### src/design/mmc_pkg.sv
// Package for the magnetometer min/max calibration unit: payload types, widths,
// command codes and reset coefficients. Used by mmc_mul and the top level.
`default_nettype none

package mmc_pkg;

    localparam int SAMPLE_W            = 16;
    localparam int SCALE_W             = 16;
    localparam int OUT_W               = 24;
    localparam int DEF_SCALE_FRAC_BITS = 14;
    localparam int MINMAX_W            = (SAMPLE_W > 16) ? SAMPLE_W : 16;
    localparam int BIAS_W              = SAMPLE_W + 1;
    localparam int RANGE_W             = SAMPLE_W;
    localparam int SUM_W               = SAMPLE_W + 2;
    localparam int DEN_W               = SAMPLE_W + 2;
    localparam int NUM_AXES            = 3;
    localparam int AXIS_W              = 2;

    localparam logic [1:0] MODE_SAMPLE = 2'd0;
    localparam logic [1:0] MODE_START  = 2'd1;
    localparam logic [1:0] MODE_END    = 2'd2;

    localparam logic signed [MINMAX_W-1:0] MIN_START = MINMAX_W'(30000);
    localparam logic signed [MINMAX_W-1:0] MAX_START = MINMAX_W'(-30000);
    localparam logic [SCALE_W-1:0]         SCALE_MAX = '1;

    typedef struct packed {
        logic [1:0]                 mode;
        logic signed [SAMPLE_W-1:0] sample_x;
        logic signed [SAMPLE_W-1:0] sample_y;
        logic signed [SAMPLE_W-1:0] sample_z;
    } t_in_item;

    typedef struct packed {
        logic signed [OUT_W-1:0] corrected_x;
        logic signed [OUT_W-1:0] corrected_y;
        logic signed [OUT_W-1:0] corrected_z;
        logic                    calibration_done;
    } t_out_item;

    // Factory hard-iron offsets, Q.1.
    function automatic logic signed [BIAS_W-1:0] bias_reset(input logic [AXIS_W-1:0] axis);
        logic signed [BIAS_W-1:0] v;
        case (axis)
            2'd0:    v = BIAS_W'(68);
            2'd1:    v = BIAS_W'(8);
            2'd2:    v = BIAS_W'(75);
            default: v = '0;
        endcase
        return v;
    endfunction

    // Factory soft-iron gains, Q2.14.
    function automatic logic [SCALE_W-1:0] scale_reset(input logic [AXIS_W-1:0] axis);
        logic [SCALE_W-1:0] v;
        case (axis)
            2'd0:    v = SCALE_W'(15276);
            2'd1:    v = SCALE_W'(19976);
            2'd2:    v = SCALE_W'(14797);
            default: v = '0;
        endcase
        return v;
    endfunction

endpackage

`default_nettype wire

### src/design/mmc_div.sv
// Restoring serial divider, one quotient bit per cycle, shared by all axes.
// Depends on nothing but its parameters.
`default_nettype none

module mmc_div #(
    parameter int NUM_W = 32,
    parameter int DEN_W = 18
) (
    input  wire logic             i_clk,
    input  wire logic             i_rst_n,
    input  wire logic             i_start,
    input  wire logic [NUM_W-1:0] i_num,
    input  wire logic [DEN_W-1:0] i_den,
    output logic                  o_done,
    output logic      [NUM_W-1:0] o_quo
);

    localparam int CNT_W = $clog2(NUM_W + 1);

    logic             r_busy;
    logic             r_done;
    logic [CNT_W-1:0] r_cnt;
    logic [NUM_W-1:0] r_num;
    logic [DEN_W-1:0] r_den;
    logic [DEN_W-1:0] r_rem;

    logic [DEN_W:0]   w_shift;
    logic             w_ge;
    logic [DEN_W:0]   w_diff;
    logic [DEN_W-1:0] n_rem;

    always_comb begin
        w_shift = {r_rem, r_num[NUM_W-1]};
        w_ge    = (w_shift >= {1'b0, r_den});
        w_diff  = w_shift - {1'b0, r_den};
        // For a nonzero divisor the new remainder is below the divisor, so it fits DEN_W bits.
        n_rem   = w_ge ? w_diff[DEN_W-1:0] : w_shift[DEN_W-1:0];
    end

    always_ff @(posedge i_clk) begin
        if (!i_rst_n) begin
            r_busy <= 1'b0;
            r_done <= 1'b0;
            r_cnt  <= '0;
        end else begin
            r_done <= 1'b0;
            if (i_start) begin
                r_busy <= 1'b1;
                r_cnt  <= CNT_W'(NUM_W);
            end else if (r_busy) begin
                r_cnt <= r_cnt - 1'b1;
                if (r_cnt == CNT_W'(1)) begin
                    r_busy <= 1'b0;
                    r_done <= 1'b1;
                end
            end
        end
    end

    // The dividend register shifts out at the top and collects quotient bits at the bottom.
    always_ff @(posedge i_clk) begin
        if (i_start) begin
            r_num <= i_num;
            r_den <= i_den;
            r_rem <= '0;
        end else if (r_busy) begin
            r_num <= {r_num[NUM_W-2:0], w_ge};
            r_rem <= n_rem;
        end
    end

    assign o_done = r_done;
    assign o_quo  = r_num;

endmodule

`default_nettype wire

### src/design/mmc_mul.sv
// Shared correction datapath: (2*sample - bias) * scale, arithmetic shift and
// saturation to the output width, in three register stages. Uses mmc_pkg.
`default_nettype none

module mmc_mul #(
    parameter int SCALE_FRAC_BITS = mmc_pkg::DEF_SCALE_FRAC_BITS
) (
    input  wire logic                                i_clk,
    input  wire logic                                i_rst_n,
    input  wire logic                                i_go,
    input  wire logic signed [mmc_pkg::SAMPLE_W-1:0] i_smp,
    input  wire logic signed [mmc_pkg::BIAS_W-1:0]   i_bias,
    input  wire logic        [mmc_pkg::SCALE_W-1:0]  i_scale,
    output logic                                     o_done,
    output logic signed      [mmc_pkg::OUT_W-1:0]    o_val
);
    import mmc_pkg::*;

    localparam int D_W   = SAMPLE_W + 2;
    localparam int P_W   = D_W + SCALE_W + 1;
    localparam int SHIFT = SCALE_FRAC_BITS - 3;

    logic [2:0]               r_v;
    logic signed [D_W-1:0]    r_d;
    logic signed [SCALE_W:0]  r_scale;
    logic signed [P_W-1:0]    r_prod;
    logic signed [OUT_W-1:0]  r_val;

    logic signed [D_W-1:0]    w_twice;
    logic signed [D_W-1:0]    w_bias;
    logic signed [P_W-1:0]    w_prod;
    logic signed [P_W-1:0]    w_sh;
    logic signed [OUT_W-1:0]  w_sat;

    always_comb begin
        w_twice = {i_smp[SAMPLE_W-1], i_smp, 1'b0};
        w_bias  = {i_bias[BIAS_W-1], i_bias};
        w_prod  = r_d * r_scale;
        w_sh    = r_prod >>> SHIFT;
        if (!w_sh[P_W-1] && (|w_sh[P_W-2:OUT_W-1])) begin
            w_sat = {1'b0, {(OUT_W-1){1'b1}}};
        end else if (w_sh[P_W-1] && !(&w_sh[P_W-2:OUT_W-1])) begin
            w_sat = {1'b1, {(OUT_W-1){1'b0}}};
        end else begin
            w_sat = w_sh[OUT_W-1:0];
        end
    end

    always_ff @(posedge i_clk) begin
        if (!i_rst_n) begin
            r_v <= '0;
        end else begin
            r_v <= {r_v[1:0], i_go};
        end
    end

    always_ff @(posedge i_clk) begin
        r_d     <= w_twice - w_bias;
        r_scale <= {1'b0, i_scale};
        r_prod  <= w_prod;
        r_val   <= w_sat;
    end

    assign o_done = r_v[2];
    assign o_val  = r_val;

endmodule

`default_nettype wire

### src/design/magnetometer_minmax_calibration_unit.sv
// Top level of the magnetometer min/max calibration unit: command decode,
// envelope and coefficient registers, sequencer. Uses mmc_pkg, mmc_div, mmc_mul.
//
//   Channel  Dir  Handshake          Payload
//   input    in   i_valid / o_ready  i_item (t_in_item)
//   output   out  o_valid / i_ready  o_item (t_out_item)
//
// Start, end, unused and all-zero items are taken while idle and give no result. A sample
// makes three passes through the shared multiply stage, one per axis, before its result is
// loaded into the output register. Ending calibration adds a bias step and three divisions,
// one per axis, in the serial divider at one quotient bit per cycle. Reset is synchronous
// and restores the factory bias and scale. o_ready stays low while a sample is in work,
// including while its result waits for a stalled consumer to free the output register.
`default_nettype none

module magnetometer_minmax_calibration_unit #(
    parameter int SCALE_FRAC_BITS = mmc_pkg::DEF_SCALE_FRAC_BITS
) (
    input  wire logic               i_clk,
    input  wire logic               i_rst_n,
    input  wire logic               i_valid,
    output logic                    o_ready,
    input  wire mmc_pkg::t_in_item  i_item,
    output logic                    o_valid,
    input  wire logic               i_ready,
    output mmc_pkg::t_out_item      o_item
);
    import mmc_pkg::*;

    localparam int NUM_W = SUM_W + SCALE_FRAC_BITS;

    localparam logic [2:0] S_IDLE     = 3'd0;
    localparam logic [2:0] S_BIAS     = 3'd1;
    localparam logic [2:0] S_DIV_GO   = 3'd2;
    localparam logic [2:0] S_DIV_WAIT = 3'd3;
    localparam logic [2:0] S_MUL_GO   = 3'd4;
    localparam logic [2:0] S_MUL_WAIT = 3'd5;
    localparam logic [2:0] S_PUT      = 3'd6;

    localparam logic [AXIS_W-1:0] LAST_AXIS = AXIS_W'(NUM_AXES - 1);

    logic [2:0]               r_state, n_state;
    logic [AXIS_W-1:0]        r_axis, n_axis;
    logic                     r_cal_active;
    logic                     r_end_pending;
    logic                     r_done_flag;
    logic signed [MINMAX_W-1:0] r_min   [NUM_AXES];
    logic signed [MINMAX_W-1:0] r_max   [NUM_AXES];
    logic signed [BIAS_W-1:0]   r_bias  [NUM_AXES];
    logic        [SCALE_W-1:0]  r_scale [NUM_AXES];
    logic signed [SAMPLE_W-1:0] r_smp   [NUM_AXES];
    logic signed [OUT_W-1:0]    r_corr  [NUM_AXES];
    logic [SUM_W-1:0]         r_sum;
    logic                     r_out_valid;
    t_out_item                r_out_item;

    logic                     w_accept;
    logic                     w_nonzero;
    logic signed [SAMPLE_W-1:0] w_in_smp [NUM_AXES];
    logic [RANGE_W-1:0]       w_range  [NUM_AXES];
    logic signed [MINMAX_W:0] w_diff   [NUM_AXES];
    logic signed [MINMAX_W:0] w_bsum   [NUM_AXES];
    logic [RANGE_W-1:0]       w_rng_sel;
    logic [DEN_W-1:0]         w_den;
    logic                     w_div_start;
    logic                     w_div_done;
    logic [NUM_W-1:0]         w_quo;
    logic [SCALE_W-1:0]       w_quo_sat;
    logic                     w_mul_go;
    logic                     w_mul_done;
    logic signed [OUT_W-1:0]  w_mul_val;
    logic                     w_out_free;

    assign w_in_smp[0] = i_item.sample_x;
    assign w_in_smp[1] = i_item.sample_y;
    assign w_in_smp[2] = i_item.sample_z;
    assign w_nonzero   = (i_item.sample_x != '0) || (i_item.sample_y != '0)
                      || (i_item.sample_z != '0);

    assign o_ready  = (r_state == S_IDLE);
    assign w_accept = i_valid && o_ready;

    // Once a sample has updated the envelope, max and min are both sample values,
    // so the range and the offset fit their narrow widths.
    always_comb begin
        for (int i = 0; i < NUM_AXES; i++) begin
            w_diff[i]  = {r_max[i][MINMAX_W-1], r_max[i]} - {r_min[i][MINMAX_W-1], r_min[i]};
            w_bsum[i]  = {r_max[i][MINMAX_W-1], r_max[i]} + {r_min[i][MINMAX_W-1], r_min[i]};
            w_range[i] = w_diff[i][RANGE_W-1:0];
        end
        w_rng_sel = w_range[r_axis];
        w_den     = {2'b00, w_rng_sel} + {1'b0, w_rng_sel, 1'b0};
        w_quo_sat = (|w_quo[NUM_W-1:SCALE_W]) ? SCALE_MAX : w_quo[SCALE_W-1:0];
    end

    assign w_div_start = (r_state == S_DIV_GO);
    assign w_mul_go    = (r_state == S_MUL_GO);
    assign w_out_free  = !r_out_valid || i_ready;

    mmc_div #(
        .NUM_W (NUM_W),
        .DEN_W (DEN_W)
    ) u_div (
        .i_clk   (i_clk),
        .i_rst_n (i_rst_n),
        .i_start (w_div_start),
        .i_num   ({r_sum, {SCALE_FRAC_BITS{1'b0}}}),
        .i_den   (w_den),
        .o_done  (w_div_done),
        .o_quo   (w_quo)
    );

    mmc_mul #(
        .SCALE_FRAC_BITS (SCALE_FRAC_BITS)
    ) u_mul (
        .i_clk   (i_clk),
        .i_rst_n (i_rst_n),
        .i_go    (w_mul_go),
        .i_smp   (r_smp[r_axis]),
        .i_bias  (r_bias[r_axis]),
        .i_scale (r_scale[r_axis]),
        .o_done  (w_mul_done),
        .o_val   (w_mul_val)
    );

    always_comb begin
        n_state = r_state;
        n_axis  = r_axis;
        case (r_state)
            S_IDLE: begin
                n_axis = '0;
                if (w_accept && (i_item.mode == MODE_SAMPLE) && w_nonzero) begin
                    n_state = (r_cal_active && r_end_pending) ? S_BIAS : S_MUL_GO;
                end
            end
            S_BIAS: begin
                n_state = S_DIV_GO;
            end
            S_DIV_GO: begin
                n_state = S_DIV_WAIT;
            end
            S_DIV_WAIT: begin
                if (w_div_done) begin
                    if (r_axis == LAST_AXIS) begin
                        n_axis  = '0;
                        n_state = S_MUL_GO;
                    end else begin
                        n_axis  = r_axis + 1'b1;
                        n_state = S_DIV_GO;
                    end
                end
            end
            S_MUL_GO: begin
                n_state = S_MUL_WAIT;
            end
            S_MUL_WAIT: begin
                if (w_mul_done) begin
                    if (r_axis == LAST_AXIS) begin
                        n_state = S_PUT;
                    end else begin
                        n_axis  = r_axis + 1'b1;
                        n_state = S_MUL_GO;
                    end
                end
            end
            S_PUT: begin
                if (w_out_free) begin
                    n_state = S_IDLE;
                end
            end
            default: begin
                n_state = S_IDLE;
            end
        endcase
    end

    always_ff @(posedge i_clk) begin
        if (!i_rst_n) begin
            r_state       <= S_IDLE;
            r_axis        <= '0;
            r_cal_active  <= 1'b0;
            r_end_pending <= 1'b0;
            r_done_flag   <= 1'b0;
            r_out_valid   <= 1'b0;
            r_sum         <= '0;
            for (int i = 0; i < NUM_AXES; i++) begin
                r_min[i]   <= '0;
                r_max[i]   <= '0;
                r_bias[i]  <= bias_reset(AXIS_W'(i));
                r_scale[i] <= scale_reset(AXIS_W'(i));
            end
        end else begin
            r_state <= n_state;
            r_axis  <= n_axis;

            if (w_accept) begin
                case (i_item.mode)
                    MODE_START: begin
                        r_cal_active <= 1'b1;
                        for (int i = 0; i < NUM_AXES; i++) begin
                            r_min[i] <= MIN_START;
                            r_max[i] <= MAX_START;
                        end
                    end
                    MODE_END: begin
                        r_end_pending <= 1'b1;
                    end
                    MODE_SAMPLE: begin
                        if (w_nonzero) begin
                            r_done_flag <= r_cal_active && r_end_pending;
                            if (r_cal_active) begin
                                for (int i = 0; i < NUM_AXES; i++) begin
                                    if (MINMAX_W'(w_in_smp[i]) > r_max[i]) begin
                                        r_max[i] <= MINMAX_W'(w_in_smp[i]);
                                    end
                                    if (MINMAX_W'(w_in_smp[i]) < r_min[i]) begin
                                        r_min[i] <= MINMAX_W'(w_in_smp[i]);
                                    end
                                end
                            end
                        end
                    end
                    default: begin
                    end
                endcase
            end

            if (r_state == S_BIAS) begin
                for (int i = 0; i < NUM_AXES; i++) begin
                    r_bias[i] <= w_bsum[i][BIAS_W-1:0];
                end
                r_sum         <= SUM_W'(w_range[0]) + SUM_W'(w_range[1]) + SUM_W'(w_range[2]);
                r_cal_active  <= 1'b0;
                r_end_pending <= 1'b0;
            end

            // A zero range divides by zero; the gain then saturates as well.
            if ((r_state == S_DIV_WAIT) && w_div_done) begin
                r_scale[r_axis] <= (w_rng_sel == '0) ? SCALE_MAX : w_quo_sat;
            end

            if ((r_state == S_PUT) && w_out_free) begin
                r_out_valid <= 1'b1;
            end else if (i_ready) begin
                r_out_valid <= 1'b0;
            end
        end
    end

    always_ff @(posedge i_clk) begin
        if (w_accept) begin
            for (int i = 0; i < NUM_AXES; i++) begin
                r_smp[i] <= w_in_smp[i];
            end
        end
        if ((r_state == S_MUL_WAIT) && w_mul_done) begin
            r_corr[r_axis] <= w_mul_val;
        end
        if ((r_state == S_PUT) && w_out_free) begin
            r_out_item.corrected_x      <= r_corr[0];
            r_out_item.corrected_y      <= r_corr[1];
            r_out_item.corrected_z      <= r_corr[2];
            r_out_item.calibration_done <= r_done_flag;
        end
    end

    assign o_valid = r_out_valid;
    assign o_item  = r_out_item;

endmodule

`default_nettype wire
### config.mk
export PLATFORM = sky130hd
export DESIGN_NAME = magnetometer_minmax_calibration_unit
export DESIGN_NICKNAME = d
export VERILOG_FILES = /design/src/design/mmc_pkg.sv /design/src/design/mmc_div.sv /design/src/design/mmc_mul.sv /design/src/design/magnetometer_minmax_calibration_unit.sv
export SDC_FILE = /design/constraint.sdc
export NUM_CORES = 2
export LEC_CHECK = 0
export ABC_CLOCK_PERIOD_IN_PS = 6550
export BUFFER_PORTS_ARGS = -buffer_cell sky130_fd_sc_hd__buf_2
export CORE_MARGIN = 2
export CORE_UTILIZATION = 40
export CTS_BUF_LIST = sky130_fd_sc_hd__clkbuf_4
export CTS_CLUSTER_SIZE = 20
export DETAILED_ROUTE_END_ITERATION = 10
export PLACE_DENSITY_LB_ADDON = 0.3
export SETUP_SLACK_MARGIN = 0.05
export SLEW_MARGIN = 20
export SYNTH_ARGS = -nofsm -noshare
export SYNTH_HDL_FRONTEND = slang
export SYNTH_SLANG_ARGS = --single-unit
### constraint.sdc
create_clock -name i_clk -period 6.55 [get_ports i_clk]
set_input_delay 0.3275 -clock i_clk [delete_from_list [all_inputs] [get_ports i_clk]]
set_output_delay 0.3275 -clock i_clk [all_outputs]
set_load 0.005 [all_outputs]
Yosys cells after proc, flatten, opt, wreduce, memory -nomap -nowiden --
Memory sizes are Yosys's and may differ from the RTL's. A register that Yosys moved wholly into a read port is not among the register bits. Index checks and enable logic that the tools add are counted. W data, S select, Z words.
Word-level totals: output and inout port bits 75, RAM bits 315, bits in registers 184, bits of input ports 54, memories kept 6, memory bits (read-only) 0, latch bits 0, logic and storage cells 225
Memory list:
- r_corr | depth 3, width 24, read ports 3, clocked after memory_dff 3, wr ports 1, RTL line magnetometer_minmax_calibration_unit.sv:52 | logic signed [OUT_W-1:0] r_corr [NUM_AXES];
- r_bias | depth 3, width 17, read ports 1, clocked after memory_dff 1, wr ports 3, RTL line magnetometer_minmax_calibration_unit.sv:49 | logic signed [BIAS_W-1:0] r_bias [NUM_AXES];
- r_max | depth 3, width 16, read ports 3, clocked after memory_dff 0, wr ports 3, RTL line magnetometer_minmax_calibration_unit.sv:48 | logic signed [MINMAX_W-1:0] r_max [NUM_AXES];
- r_min | depth 3, width 16, read ports 3, clocked after memory_dff 0, wr ports 3, RTL line magnetometer_minmax_calibration_unit.sv:47 | logic signed [MINMAX_W-1:0] r_min [NUM_AXES];
- r_scale | depth 3, width 16, read ports 1, clocked after memory_dff 1, wr ports 3, RTL line magnetometer_minmax_calibration_unit.sv:50 | logic [SCALE_W-1:0] r_scale [NUM_AXES];
- r_smp | depth 3, width 16, read ports 1, clocked after memory_dff 1, wr ports 3, RTL line magnetometer_minmax_calibration_unit.sv:51 | logic signed [SAMPLE_W-1:0] r_smp [NUM_AXES];
Operators by class: shift-type cells 0, muxes and demuxes 114, multipliers 1, add/subtract/negate cells 13, order comparisons 8, reduce and logical (&&, ||, !) cells 30, bitwise gates (word level) 18, equality and inequality tests 15, divide/modulo/power cells 0
Operators by type and width (count):
- $mux W16 | 20
- $mux W17 | 6
- $add A16 B16 Y17 | 4
- $mux W1 | 64
- $mux W32 | 2
- $gt A16 B16 Y1 | 3
- $lt A16 B16 Y1 | 3
- $reduce_bool A16 Y1 | 3
- $sub A16 B16 Y16 | 3
- $mul A18 B17 Y35 | 1
- $bmux W16 S2 | 1
- $reduce_or A16 Y1 | 2
- $pmux W3 S7 | 1
- $mux W2 | 10
- $ge A19 B18 Y1 | 1
- $add A16 B17 Y18 | 1
- $add A17 B16 Y18 | 1
- $mux W18 | 1
- $mux W3 | 6
- $sub A17 B17 Y18 | 1
- $sub A18 B18 Y18 | 1
- $logic_not A16 Y1 | 1
- $or A1 B1 Y1 | 15
- $mux W6 | 2
- 26 further kinds | 46

Longest topological paths before layout --
An unclocked memory read counts as a cell.
depth after elaboration 10, mapped depth 24, gate-level depth less buffers 23

By module --
From an unflattened synthesis, not the netlist that was laid out.
Second synthesis, totals: cells, all modules 3961, area total of the unflattened synthesis 42236.8 sq um
Modules (own cells, without submodules):
- magnetometer_minmax_calibration_unit | cells each 2181, sequential area each 12712.2 sq um, area each 24850.1 sq um, times used 1
- mmc_mul | cells each 1419, sequential area each 1701.6 sq um, area each 13274.0 sq um, times used 1
- mmc_div | cells each 361, sequential area each 2021.9 sq um, area each 4112.7 sq um, times used 1

Worst setup path after synthesis --
Ideal clock, no wire load.
path kind reg2reg, start register r_state[0], end register r_out_item (netlist bit o_item[0]) (enable), path slack 0.263 ns, path buffers 2, library setup time 0.594 ns, cell stages (with the launch flop) 4, data arrival time 5.693 ns, cells stage by stage dfxtp_1 -> clkbuf_1 -> clkbuf_1 -> nor3_1
Between the ends: word-level cells in the longest chain between the ends 2
RTL lines:
- start, declared | RTL line magnetometer_minmax_calibration_unit.sv:42 | logic [2:0] r_state, n_state;
- start signal, assigned | RTL line magnetometer_minmax_calibration_unit.sv:193 | r_state <= n_state;
- $eq A3 B3 Y1 | RTL line magnetometer_minmax_calibration_unit.sv:259 | if ((r_state == S_PUT) && w_out_free) begin
- $logic_and A1 B1 Y1 | RTL line magnetometer_minmax_calibration_unit.sv:259
- end, declared | RTL line magnetometer_minmax_calibration_unit.sv:55 | t_out_item r_out_item;
No other way between the ends. A chain may end at the register's enable or synchronous reset.

Worst setup path in the final report --
start register u_mul.r_d[5], end register u_mul.r_prod[34]
Between the ends: word-level cells in the longest chain between the ends 1
RTL lines:
- start, declared | RTL line mmc_mul.sv:24 | logic signed [D_W-1:0] r_d;
- start signal, assigned | RTL line mmc_mul.sv:58 | r_d <= w_twice - w_bias;
- $mul A18 B17 Y35 | RTL line mmc_mul.sv:38 | w_prod = r_d * r_scale;
- named net u_mul.w_prod[34] | RTL line mmc_mul.sv:31 | logic signed [P_W-1:0] w_prod;
- end signal, assigned | RTL line mmc_mul.sv:60 | r_prod <= w_prod;
- end, declared | RTL line mmc_mul.sv:26 | logic signed [P_W-1:0] r_prod;
The timed path passes the listed nets, and every way through them passes these cells.

==> metrics <==
worst-case clock skew=0.0781 ns; Setup Crit Path Kind=flop to flop; outcome=finished, final reports clean; pin count of the biggest net entering global routing=74; number of synthesized flops with an enable pin=440; die area=106000 um^2; CP endpoint kind=flop; Async SR Flop Fraction=0%; most frequent CP cell=fa_1; Tcrit/Tclk final=93.6%; worst-path cell chain=buf_4 > and2_1 > fa_1 > inv_1 > fa_1 > inv_1 > fa_1 > fa_1 > fa_1 > inv_1 > fa_1 > inv_1 > ha_1 > nand4_1 > nor2_1 > o21ai_0 > nor3_2 > o21ai_1 > a211o_1 > a31oi_4 > mux2i_1 > nand4_1; final antenna-violating net count=0; global-route wire length before repair=160000 um; DRC viols=0; max-cap violation count=0; nets@finish=4984; Final setup viols=0; arrival time at the worst endpoint=7.00 ns; Syn Area/Cell=10.4 um^2; Initial Util=40.3%; aggregate global-route resource usage=19.1%; Slew @ Worst Pin=1.10 ns; root buf cell=clkbuf_4; Die H=326 um; depth of the most critical reg-to-reg path=22; Fillers=9781; io pins=129; cell depth of the worst setup path=22; Netlist cell types=76; Mapped Cells=3980; setup TNS=0 ns; Post-DP HPWL=77600 um; clk buf depth=3; synthesis-stage register bit count=594; drt total wl=100000 um; DR pass1 iterations=5; slew margin rel.=26.3%; Mapped Area=41500 um^2; fmax=163 MHz; Overflow after GRT=0; Final Hold Vio Count=0; Slew Viols, Final=0; Syn Nets=4706; crit-path max FO=10; number of buffers created by CTS=161; post-synth top area cell=edfxtp_1; Yosys warning total=0; IO buf count=128; Critical Path RT=7.42 ns; Buf+Inv Stages, Crit Path=5; CTS tree=yes; share of post-route cells with drive strength above 1=11.7%; HP Class=input pin to flop; CTS Sinks=594; initial antenna violation count=3; Max stage delay on crit path=0.53 ns; WL/cell=17.4 um; Die W=326 um; Worst Hold Depth=2; DR vias/cell=5.01; Iter 0 DRT Violations=1911; Final min period=6.13 ns; Worst-Skew Late Latency=1.05 ns; Core ar.=103000 um^2; Clock Pin Slew Worst Setup and Hold Paths=0.06 ns; synth top area cells=edfxtp_1, fa_1, ha_1, dfxtp_1, inv_1; vias=28900; P&R area growth vs syn=12.5%; Synth top area share=31.8%; Slowest-stage cell, CP=fa_1; CP startpoint kind=flop; cell family with most CP delay=adder cells; RSZ-0062 raised after global routing=no; H-tree depth=4; postcts setup bufs=0; number of global-route vias before repair=29400; row cnt=118; GPL Wtd Cong=0.887; Post-synth top flop=edfxtp_1; sequential-to-total area share from yosys stat=39.2%
==> layout make-up <==
type | instances | area (um^2) | share of cell area (%)
diodes | 9 | 22.5 | 0.0482
clock buffers | 241 | 1810 | 3.87
clock inverters | 51 | 370 | 0.792
inverters | 625 | 2350 | 5.02
multi-input cells | 2622 | 22400 | 47.9
flip-flops and latches | 594 | 16300 | 34.9
well taps | 1380 | 1730 | 3.69
repair buffers | 254 | 1760 | 3.77
==> routing by layer <==
layer | track usage (%) | share of wire, %
met1 | 24.3 | 43
met2 | 32.4 | 48
met3 | 3.90 | 6.1
met4 | 6.63 | 2.6
met5 | 0 | 0
==> final timing paths <==
path                                               start                        to  slack, ns
worst max register to register      u_mul.r_d[5]$_DFF_P_  u_mul.r_prod[34]$_DFF_P_       0.42
worst max-delay path                u_mul.r_d[5]$_DFF_P_  u_mul.r_prod[34]$_DFF_P_       0.42
worst min-delay path                          i_item[31]    r_smp[1][15]$_DFFE_PP_       0.13
worst min register to register  u_mul.r_prod[23]$_DFF_P_   u_mul.o_val[12]$_DFF_P_       0.31
==> state kept, by name, indices dropped and copies added (netlist names), 2 cells and up, named ones only <==
signal and flops:
r_state 3, u_div.r_rem 18, r_scale 64, u_mul.r_d 18, r_max 48, u_div.r_den 18
u_div.r_cnt 6, u_mul.r_v 3, o_item 73, u_mul.r_prod 24, u_mul.o_val 24, r_corr 72
r_sum 18, u_div.o_quo 32, r_bias 51, r_axis 2, u_mul.r_scale 16, r_min 48
r_smp 48
==> kinds of logic (layout without fill, tap and decap cells) <==
kind of cell    count (synthesis)  count (layout)  synth area share, %
buf+inv                       764            1171                 6.96
xor+xnor                      149             149                 3.14
mux                            91              91                 2.70
other cells                     0               9                    0
compound gates                597             597                 9.18
flops                         594             594                 39.2
simple gates                 1113            1113                 12.8
fa+ha+maj                     672             672                 26.0
==> cell usage after synthesis (23+ instances only) <==
master,instances
mux2i_1,65
dfxtp_1,154
a21oi_1,179
and2_1,198
nand2b_1,32
clkbuf_1,121
nand4_1,29
xor2_1,44
o21ai_0,119
nor3_1,46
nand2_1,372
fa_1,317
or3_1,23
xnor2_1,105
edfxtp_1,440
nand3_1,53
nor2_1,256
ha_1,355
a21o_1,86
inv_1,624
nor2b_1,43
==> placed cells by master (no fill, tap or decap), types with 13 or more instances in the layout <==
cell type      instances
a21o_1                86
a21boi_0              13
inv_1                621
mux4_2                16
xor2_1                44
dfxtp_1              141
edfxtp_1             440
fa_1                 317
nor2_1               256
clkinv_1              29
buf_2                128
nand3_1               53
a31oi_1               20
nand2b_1              32
clkbuf_4             241
o21a_1                21
o22ai_1               17
or3_1                 23
o21bai_1              15
nor3_1                44
nor2b_1               43
dlygate4sd3_1         70
nand4_1               29
dfxtp_2               13
nand2_1              372
a21oi_1              179
nor4_1                18
mux2i_1               65
ha_1                 355
o21ai_0              117
a211oi_1              20
xnor2_1              105
buf_4                 56
and2_1               198
==> through the flow <==
stage | worst slack [ns] | utilization [%] | hold slack [ns] | area (um^2) | cells
floorplan | 0.263 | - | 0.310 | 41500 | 3980
global placement | 0.124 | 42.4 | 0.312 | 43800 | 5405
detailed placement | 0.0585 | 42.4 | 0.312 | 43800 | 5405
CTS | 0.0830 | 45.2 | 0.000340 | 46700 | 5767
global route | 0.0579 | 45.3 | 0.0267 | 46700 | 5776
finish | 0.420 | 45.3 | 0.131 | 46700 | 5776
==> repair_timing <==
| action | 4_1_cts | 5_1_grt |
|---|---|---|
| endpoints found under the hold margin | 183 | 0 |
| pin swaps | 0 | 0 |
| setup endpoints to repair | 2 | 4 |
| gates resized for setup | 2 | 13 |
| hold buffers | 70 | 0 |
Power is left out: the tool's default activity adds up to more than one toggle a clock period on the data nets, which glitch-free logic cannot reach.
